## src/sv/dlpc_pkg.sv

```systemverilog
// Shared types and constants for the disk lattice point counter.
// Request/result payloads, controller states and the controller/datapath links.
// No dependencies.
`timescale 1ns / 1ps
`default_nettype none

package dlpc_pkg;

    localparam logic [1:0] KIND_RAW  = 2'd0;
    localparam logic [1:0] KIND_DISK = 2'd1;
    localparam logic [1:0] KIND_RING = 2'd2;

    localparam int VALUE_W = 24;
    localparam int COUNT_W = 26;

    typedef struct packed {
        logic [1:0]         req_type;
        logic [VALUE_W-1:0] value;
    } req_t;

    typedef struct packed {
        logic [COUNT_W-1:0] point_count;
        logic               status;
    } res_t;

    typedef enum logic [2:0] {
        ST_IDLE,
        ST_PREP,
        ST_CHECK,
        ST_SQ_START,
        ST_SQRT,
        ST_WALK,
        ST_DONE
    } state_t;

    typedef struct packed {
        logic load;
        logic calc_n;
        logic fail;
        logic set_outer;
        logic set_inner;
        logic sqrt_start;
        logic walk_init;
        logic walk_step;
        logic keep_first;
        logic finish;
    } ctrl_cmd_t;

    typedef struct packed {
        logic too_large;
        logic sqrt_busy;
        logic walk_done;
        logic need_inner;
    } dp_stat_t;

endpackage

`default_nettype wire

```

## src/sv/dlpc_isqrt.sv

```systemverilog
// Bit-serial floor square root, two radicand bits per cycle.
// Standalone; used by dlpc_datapath.
`timescale 1ns / 1ps
`default_nettype none

module dlpc_isqrt #(
    parameter int W = 24
) (
    input  wire logic                 clk,
    input  wire logic                 rst_n,
    input  wire logic                 start,
    input  wire logic [W-1:0]         radicand,
    output logic                      busy,
    output logic [(W+1)/2-1:0]        root
);

    localparam int H  = (W + 1) / 2;
    localparam int SW = 2 * H;

    logic [SW-1:0] rem_reg, rem_next;
    logic [SW-1:0] res_reg, res_next;
    logic [SW-1:0] bit_reg, bit_next;
    logic          run_reg, run_next;
    logic [SW-1:0] trial;

    always_comb
    begin
        trial    = res_reg + bit_reg;
        rem_next = rem_reg;
        res_next = res_reg;
        bit_next = bit_reg;
        run_next = run_reg;
        if (start)
        begin
            rem_next = SW'(radicand);
            res_next = '0;
            bit_next = SW'(1) << (SW - 2);
            run_next = 1'b1;
        end
        else if (run_reg)
        begin
            if (rem_reg >= trial)
            begin
                rem_next = rem_reg - trial;
                res_next = (res_reg >> 1) + bit_reg;
            end
            else
            begin
                res_next = res_reg >> 1;
            end
            bit_next = bit_reg >> 2;
            // last pair of bits done
            run_next = (bit_reg[1:0] == 2'b00);
        end
    end

    always_ff @(posedge clk or negedge rst_n)
    begin
        if (!rst_n)
        begin
            run_reg <= 1'b0;
        end
        else
        begin
            run_reg <= run_next;
        end
    end

    always_ff @(posedge clk)
    begin
        rem_reg <= rem_next;
        res_reg <= res_next;
        bit_reg <= bit_next;
    end

    assign busy = run_reg;
    assign root = res_reg[H-1:0];

endmodule

`default_nettype wire

```

## src/sv/dlpc_datapath.sv

```systemverilog
// Datapath: request capture, bound check, square root and the i/y walk.
// Depends on dlpc_pkg and dlpc_isqrt.
`timescale 1ns / 1ps
`default_nettype none

module dlpc_datapath #(
    parameter int BOUND_BITS = 24
) (
    input  wire logic               clk,
    input  wire logic               rst_n,
    input  wire dlpc_pkg::req_t     req,
    input  wire dlpc_pkg::ctrl_cmd_t cmd,
    output dlpc_pkg::dp_stat_t      stat,
    output dlpc_pkg::res_t          result
);

    localparam int W   = BOUND_BITS;
    localparam int H   = (W + 1) / 2;
    localparam int IW  = H + 1;
    localparam int CW  = W + 4;
    localparam int OW  = (CW > dlpc_pkg::COUNT_W) ? CW : dlpc_pkg::COUNT_W;
    localparam int NW  = 2 * dlpc_pkg::VALUE_W + 1;
    localparam logic [NW-1:0] BOUND_MAX = (NW'(1) << W) - NW'(1);

    logic [1:0]                  kind_reg, kind_next;
    logic [dlpc_pkg::VALUE_W-1:0] value_reg, value_next;
    logic [NW-1:0]               n_wide_reg, n_wide_next;
    logic [W-1:0]                cur_n_reg, cur_n_next;
    logic [IW-1:0]               top_reg, top_next;
    logic [IW-1:0]               i_reg, i_next;
    logic [W+1:0]                i2_reg, i2_next;
    logic [IW-1:0]               y_reg, y_next;
    logic [W+1:0]                y2_reg, y2_next;
    logic [W+1:0]                sum_reg, sum_next;
    logic [CW-1:0]               first_reg, first_next;
    logic                        second_reg, second_next;
    dlpc_pkg::res_t              result_reg, result_next;

    logic [H-1:0]  root;
    logic          sqrt_busy;
    logic [NW-1:0] inner_n;
    logic [W+2:0]  probe;
    logic [CW-1:0] count_now;
    logic [OW-1:0] count_ext;

    dlpc_isqrt #(
        .W (W)
    ) u_isqrt (
        .clk      (clk),
        .rst_n    (rst_n),
        .start    (cmd.sqrt_start),
        .radicand (cur_n_reg),
        .busy     (sqrt_busy),
        .root     (root)
    );

    always_comb
    begin
        inner_n   = n_wide_reg - (NW'(value_reg) << 1);
        probe     = (W+3)'(y2_reg) + (W+3)'(i2_reg);
        count_now = CW'(1) + (CW'(sum_reg) << 2);

        kind_next   = kind_reg;
        value_next  = value_reg;
        n_wide_next = n_wide_reg;
        cur_n_next  = cur_n_reg;
        top_next    = top_reg;
        i_next      = i_reg;
        i2_next     = i2_reg;
        y_next      = y_reg;
        y2_next     = y2_reg;
        sum_next    = sum_reg;
        first_next  = first_reg;
        second_next = second_reg;
        result_next = result_reg;
        count_ext   = '0;

        if (cmd.load)
        begin
            kind_next   = req.req_type;
            value_next  = req.value;
            second_next = 1'b0;
        end
        if (cmd.calc_n)
        begin
            n_wide_next = NW'(value_reg) * NW'(value_reg) + NW'(value_reg);
        end
        if (cmd.set_outer)
        begin
            cur_n_next = (kind_reg == dlpc_pkg::KIND_RAW) ? W'(value_reg) : n_wide_reg[W-1:0];
        end
        if (cmd.set_inner)
        begin
            cur_n_next  = inner_n[W-1:0];
            second_next = 1'b1;
        end
        if (cmd.walk_init)
        begin
            top_next = IW'(root);
            i_next   = '0;
            i2_next  = '0;
            y_next   = IW'(root);
            y2_next  = (W+2)'(root) * (W+2)'(root);
            sum_next = '0;
        end
        if (cmd.walk_step)
        begin
            if (probe > (W+3)'(cur_n_reg))
            begin
                // step y down: (y-1)^2 = y^2 - 2y + 1
                y_next  = y_reg - IW'(1);
                y2_next = y2_reg - ((W+2)'(y_reg) << 1) + (W+2)'(1);
            end
            else
            begin
                sum_next = sum_reg + (W+2)'(y_reg);
                i_next   = i_reg + IW'(1);
                i2_next  = i2_reg + ((W+2)'(i_reg) << 1) + (W+2)'(1);
            end
        end
        if (cmd.keep_first)
        begin
            first_next = count_now;
        end
        if (cmd.finish)
        begin
            count_ext = second_reg ? OW'(first_reg - count_now) : OW'(count_now);
            result_next.point_count = count_ext[dlpc_pkg::COUNT_W-1:0];
            result_next.status      = 1'b0;
        end
        if (cmd.fail)
        begin
            result_next.point_count = '0;
            result_next.status      = 1'b1;
        end
    end

    always_ff @(posedge clk or negedge rst_n)
    begin
        if (!rst_n)
        begin
            second_reg <= 1'b0;
        end
        else
        begin
            second_reg <= second_next;
        end
    end

    always_ff @(posedge clk)
    begin
        kind_reg   <= kind_next;
        value_reg  <= value_next;
        n_wide_reg <= n_wide_next;
        cur_n_reg  <= cur_n_next;
        top_reg    <= top_next;
        i_reg      <= i_next;
        i2_reg     <= i2_next;
        y_reg      <= y_next;
        y2_reg     <= y2_next;
        sum_reg    <= sum_next;
        first_reg  <= first_next;
        result_reg <= result_next;
    end

    always_comb
    begin
        stat.sqrt_busy  = sqrt_busy;
        stat.walk_done  = (i_reg > top_reg);
        stat.need_inner = (kind_reg == dlpc_pkg::KIND_RING) && !second_reg;
        case (kind_reg)
            dlpc_pkg::KIND_RAW:  stat.too_large = (NW'(value_reg) > BOUND_MAX);
            dlpc_pkg::KIND_DISK: stat.too_large = (n_wide_reg > BOUND_MAX);
            dlpc_pkg::KIND_RING: stat.too_large = (n_wide_reg > BOUND_MAX);
            default:             stat.too_large = 1'b1;
        endcase
    end

    assign result = result_reg;

endmodule

`default_nettype wire

```

## src/sv/dlpc_ctrl.sv

```systemverilog
// Controller state machine: sequences bound check, square root, walk and result.
// Depends on dlpc_pkg.
`timescale 1ns / 1ps
`default_nettype none

module dlpc_ctrl (
    input  wire logic               clk,
    input  wire logic               rst_n,
    input  wire logic               start,
    input  wire dlpc_pkg::dp_stat_t stat,
    output dlpc_pkg::ctrl_cmd_t     cmd,
    output logic                    busy,
    output logic                    done
);

    dlpc_pkg::state_t state_reg, state_next;

    always_ff @(posedge clk or negedge rst_n)
    begin
        if (!rst_n)
        begin
            state_reg <= dlpc_pkg::ST_IDLE;
        end
        else
        begin
            state_reg <= state_next;
        end
    end

    always_comb
    begin
        state_next = state_reg;
        cmd        = '0;
        case (state_reg)
            dlpc_pkg::ST_IDLE:
            begin
                if (start)
                begin
                    cmd.load   = 1'b1;
                    state_next = dlpc_pkg::ST_PREP;
                end
            end
            dlpc_pkg::ST_PREP:
            begin
                cmd.calc_n = 1'b1;
                state_next = dlpc_pkg::ST_CHECK;
            end
            dlpc_pkg::ST_CHECK:
            begin
                if (stat.too_large)
                begin
                    cmd.fail   = 1'b1;
                    state_next = dlpc_pkg::ST_DONE;
                end
                else
                begin
                    cmd.set_outer = 1'b1;
                    state_next    = dlpc_pkg::ST_SQ_START;
                end
            end
            dlpc_pkg::ST_SQ_START:
            begin
                cmd.sqrt_start = 1'b1;
                state_next     = dlpc_pkg::ST_SQRT;
            end
            dlpc_pkg::ST_SQRT:
            begin
                if (!stat.sqrt_busy)
                begin
                    cmd.walk_init = 1'b1;
                    state_next    = dlpc_pkg::ST_WALK;
                end
            end
            dlpc_pkg::ST_WALK:
            begin
                if (!stat.walk_done)
                begin
                    cmd.walk_step = 1'b1;
                end
                else if (stat.need_inner)
                begin
                    // hold the outer disk, then count the inner one
                    cmd.keep_first = 1'b1;
                    cmd.set_inner  = 1'b1;
                    state_next     = dlpc_pkg::ST_SQ_START;
                end
                else
                begin
                    cmd.finish = 1'b1;
                    state_next = dlpc_pkg::ST_DONE;
                end
            end
            dlpc_pkg::ST_DONE:
            begin
                state_next = dlpc_pkg::ST_IDLE;
            end
            default:
            begin
                state_next = dlpc_pkg::ST_IDLE;
            end
        endcase
    end

    assign busy = (state_reg != dlpc_pkg::ST_IDLE);
    assign done = (state_reg == dlpc_pkg::ST_DONE);

endmodule

`default_nettype wire

```

## src/sv/disk_lattice_point_counter_core.sv

```systemverilog
// Disk lattice point counter: one request at a time, one result strobe per request.
// Each count runs the square root unit, then the i/y walk, one step a cycle; a ring runs two
// counts. Out-of-range requests go from the bound check straight to the done state. busy
// stays high until the done cycle ends.
// Reset (rst_n, asynchronous, active low) returns the controller to idle; result
// data is not reset. The result is shown for one cycle and cannot be stalled.
`timescale 1ns / 1ps
`default_nettype none

module disk_lattice_point_counter_core #(
    parameter int BOUND_BITS = 24
) (
    input  wire logic           clk,
    input  wire logic           rst_n,
    input  wire logic           start,
    input  wire dlpc_pkg::req_t req,
    output logic                busy,
    output logic                done,
    output dlpc_pkg::res_t      result
);

    dlpc_pkg::ctrl_cmd_t cmd;
    dlpc_pkg::dp_stat_t  stat;

    dlpc_ctrl u_ctrl (
        .clk   (clk),
        .rst_n (rst_n),
        .start (start),
        .stat  (stat),
        .cmd   (cmd),
        .busy  (busy),
        .done  (done)
    );

    dlpc_datapath #(
        .BOUND_BITS (BOUND_BITS)
    ) u_datapath (
        .clk    (clk),
        .rst_n  (rst_n),
        .req    (req),
        .cmd    (cmd),
        .stat   (stat),
        .result (result)
    );

endmodule

`default_nettype wire

```

## config.mk

```make
export PLATFORM = sky130hd
export DESIGN_NAME = disk_lattice_point_counter_core
export DESIGN_NICKNAME = d
export VERILOG_FILES = /design/src/sv/dlpc_pkg.sv /design/src/sv/dlpc_isqrt.sv /design/src/sv/dlpc_datapath.sv /design/src/sv/dlpc_ctrl.sv /design/src/sv/disk_lattice_point_counter_core.sv
export SDC_FILE = /design/constraint.sdc
export NUM_CORES = 2
export LEC_CHECK = 0
export BUFFER_PORTS_ARGS = -buffer_cell sky130_fd_sc_hd__buf_2
export CORE_AREA = 2 2 294 296
export DETAILED_ROUTE_END_ITERATION = 10
export DIE_AREA = 0 0 296 298
export HOLD_SLACK_MARGIN = 0.03
export PLACE_DENSITY = 0.79
export SLEW_MARGIN = 20
export SYNTH_ARGS = -nofsm -noshare
export SYNTH_HDL_FRONTEND = slang
export SYNTH_SLANG_ARGS = --single-unit
```

## constraint.sdc

```tcl
create_clock -name clk -period 7.24 [get_ports clk]
set_input_delay 1.086 -clock clk [delete_from_list [all_inputs] [get_ports clk]]
set_output_delay 1.086 -clock clk [all_outputs]
set_load 0.01 [all_outputs]
```

==> flow_metrics.tcl <==
set metrics [dict create \
    n_fill_cell 7523 \
    cts_tree "yes" \
    placementRows 107 \
    synth_top_flop_cell "dfxtp_1" \
    synth_cell_types 92 \
    die_area_um2 88200 \
    root_buffer "clkbuf_16" \
    clk_latency_ns 0.60 \
    dr.first_iter.drc_count 2395 \
    max_slew_margin_pct 28.5 \
    dr.pass1.iters 6 \
    seq_area_frac_synth_pct 19.3 \
    syn_nets 5680 \
    drive_gt1_share_pct 7.57 \
    synthArstFlopShare_pct 1.53 \
    start_util_pct 49.8 \
    worstMarginPinSlew_ns 1.07 \
    path_clk_slew_ns 0.06 \
    cts.sinks 327 \
    syn_inst 4651 \
    dp_hpwl_um 83600 \
    synth_area_leaders "fa_1, ha_1, edfxtp_1, dfxtp_1, inv_1" \
    fin_area_um2 46100 \
    htree_num_levels 2 \
    place_congestion 0.971 \
    criticalPathCategory "reg -> reg" \
    routed_wl_um 105000 \
    antenna_left 0 \
    synth_top_area_share_pct 25.0 \
    grt_start_max_net_pins 76 \
    ys_warn_count 0 \
    synthesis.area_um2 42300 \
    layout.nets 5764 \
    critPathLaunchType "flop" \
    finalHoldViolations 0 \
    vias 33100 \
    grt_pass1_wl_um 171000 \
    finalSetupViolCount 0 \
    skew_ns 0.0293 \
    maxSlewViolCount 0 \
    die_h_um 298 \
    largest_reg_flops 48 \
    hold_buffers 0 \
    die_w_um 296 \
    final_cells 5914 \
    startpoint "u_datapath.value_reg[18]" \
    overflow 0 \
    synth.most_common_cell "inv_1" \
    cp_max_fo 10 \
    hold_path.class "in -> async" \
    numCtsBuffers 42 \
    period_needed_ns 7.02 \
    cts_max_path_buffers 3 \
    yosys.area.top_type "fa_1" \
    wl_per_cell_um 17.8 \
    max-cap-violations 0 \
    area_growth_pct 8.96 \
    antenna_found_initial 3 \
    finalSetupTns_ns 0 \
    vias_per_cell 5.59 \
    grtUsageTotal_pct 24.0 \
    r2r-start "u_datapath.value_reg[18]" \
    core_um2 84900 \
    avgSynthCellArea_um2 9.09 \
    fin_crit_sh_pct 96.9 \
    max_freq_mhz 143 \
    io_buffers 56 \
    holdWs_ns 0.360 \
    reg2reg_depth 25 \
    multiInputGateArea_um2 30600 \
    dpl_cell_area_um2 44500 \
    arrival_ns 7.35 \
    synth_common_cells "inv_1, fa_1, ha_1, nand2_1, nor2_1" \
    endpoint_kind "flop" \
    drc 0 \
    first_global_vias 33400 \
    ioPinCount 58 \
    regArea_um2 8150 \
    synth-edff-count 158 \
    placed_cells 5829 \
    required_ns 7.57 \
    status "completed" \
    synth_seq_cells 327 \
]
==> critical path: stages (launching register included) <==
cell      delay [ns]
edfxtp_1        0.44
inv_1           0.14
buf_4           0.23
nor2_1          0.12
fa_1            0.52
inv_1           0.06
fa_1            0.46
fa_1            0.54
inv_1           0.05
fa_1            0.50
inv_1           0.05
fa_1            0.55
fa_1            0.44
fa_1            0.49
inv_1           0.04
ha_1            0.32
nand2_1         0.10
nor2_1          0.19
o21ai_0         0.15
o21ai_2         0.28
buf_4           0.18
a31oi_1         0.11
o21ai_0         0.41
a21o_1          0.19
a21oi_1         0.07
xnor2_1         0.13
==> timing repair <==
item	in CTS	in global routing
resized for setup	2	26
setup endpoints to repair	9	15
setup buffers	0	6
==> through the flow <==
step           worst slack [ns]  util, %
6_report                  0.224     54.3
2_1_floorplan             0.109        -
5_1_grt                 -0.0297     54.3
4_1_cts                  0.0433     54.1
3_5_place_dp             -0.180     52.4
3_3_place_gp            -0.0835     52.4
==> metal layers <==
metal / global-route usage (%) / vias to the layer above / part of all wire, % / wire (µm)
met5: 0 / - / 0 / 0
met4: 8.00 / 0 / 3.5 / 3640
met3: 3.72 / 253 / 7.0 / 7330
met2: 40.1 / 1133 / 48 / 50400
met1: 31.8 / 16100 / 42 / 44000
li1: - / 15600 / - / -
==> kinds of logic (layout without fill, tap and decap cells) <==
kind of cell,count (synthesis),after routing,synth area share [%]
other,1,2,0.00887
adders and majority gates,1000,1000,39.0
buffers and inverters,971,1089,8.78
muxes,75,75,1.80
xor gates and xnor gates,220,220,4.56
and+or+nand+nor,1171,1171,12.9
DFF,327,327,19.3
AOI/OAI and AO/OA,886,886,13.8
==> worst paths after layout <==
kind                                        endpoint  slack [ns]
min in group clk                u_datapath.result[0]        0.46
hold / removal                 u_datapath.second_reg        0.36
max in group asynchronous    u_datapath.u_isqrt.busy        6.63
setup reg to reg           u_datapath.n_wide_reg[30]        0.22
hold reg to reg                 u_datapath.result[0]        0.46
setup / recovery           u_datapath.n_wide_reg[30]        0.22
==> cell usage in the layout (no fill, tap or decap), types with 50 or more instances in the layout <==
cell / instances
inv_1: 803
nand2_1: 391
and2_1: 102
a21o_1: 95
nand3_1: 73
buf_4: 128
ha_1: 470
o21ai_0: 171
buf_2: 56
a21oi_1: 235
xor2_1: 78
nor3_1: 64
xnor2_1: 141
fa_1: 527
mux2i_1: 65
dfxtp_1: 164
nor2_1: 309
a211oi_1: 78
edfxtp_1: 158
nor2b_1: 50
==> final cells by class <==
cell class                 instances  share of cell area (%)
antenna                            1                 0.00543
clock buffer                      51                    2.49
clock inverter                    27                   0.646
inverter                         817                    6.67
multi-input combinational       3353                    66.3
sequential                       327                    17.7
tap                             1144                    3.11
timing repair buffer             194                    3.07
Power is not shown: default switching activity piles up to over one toggle a cycle in this logic, so the estimate is an artifact.
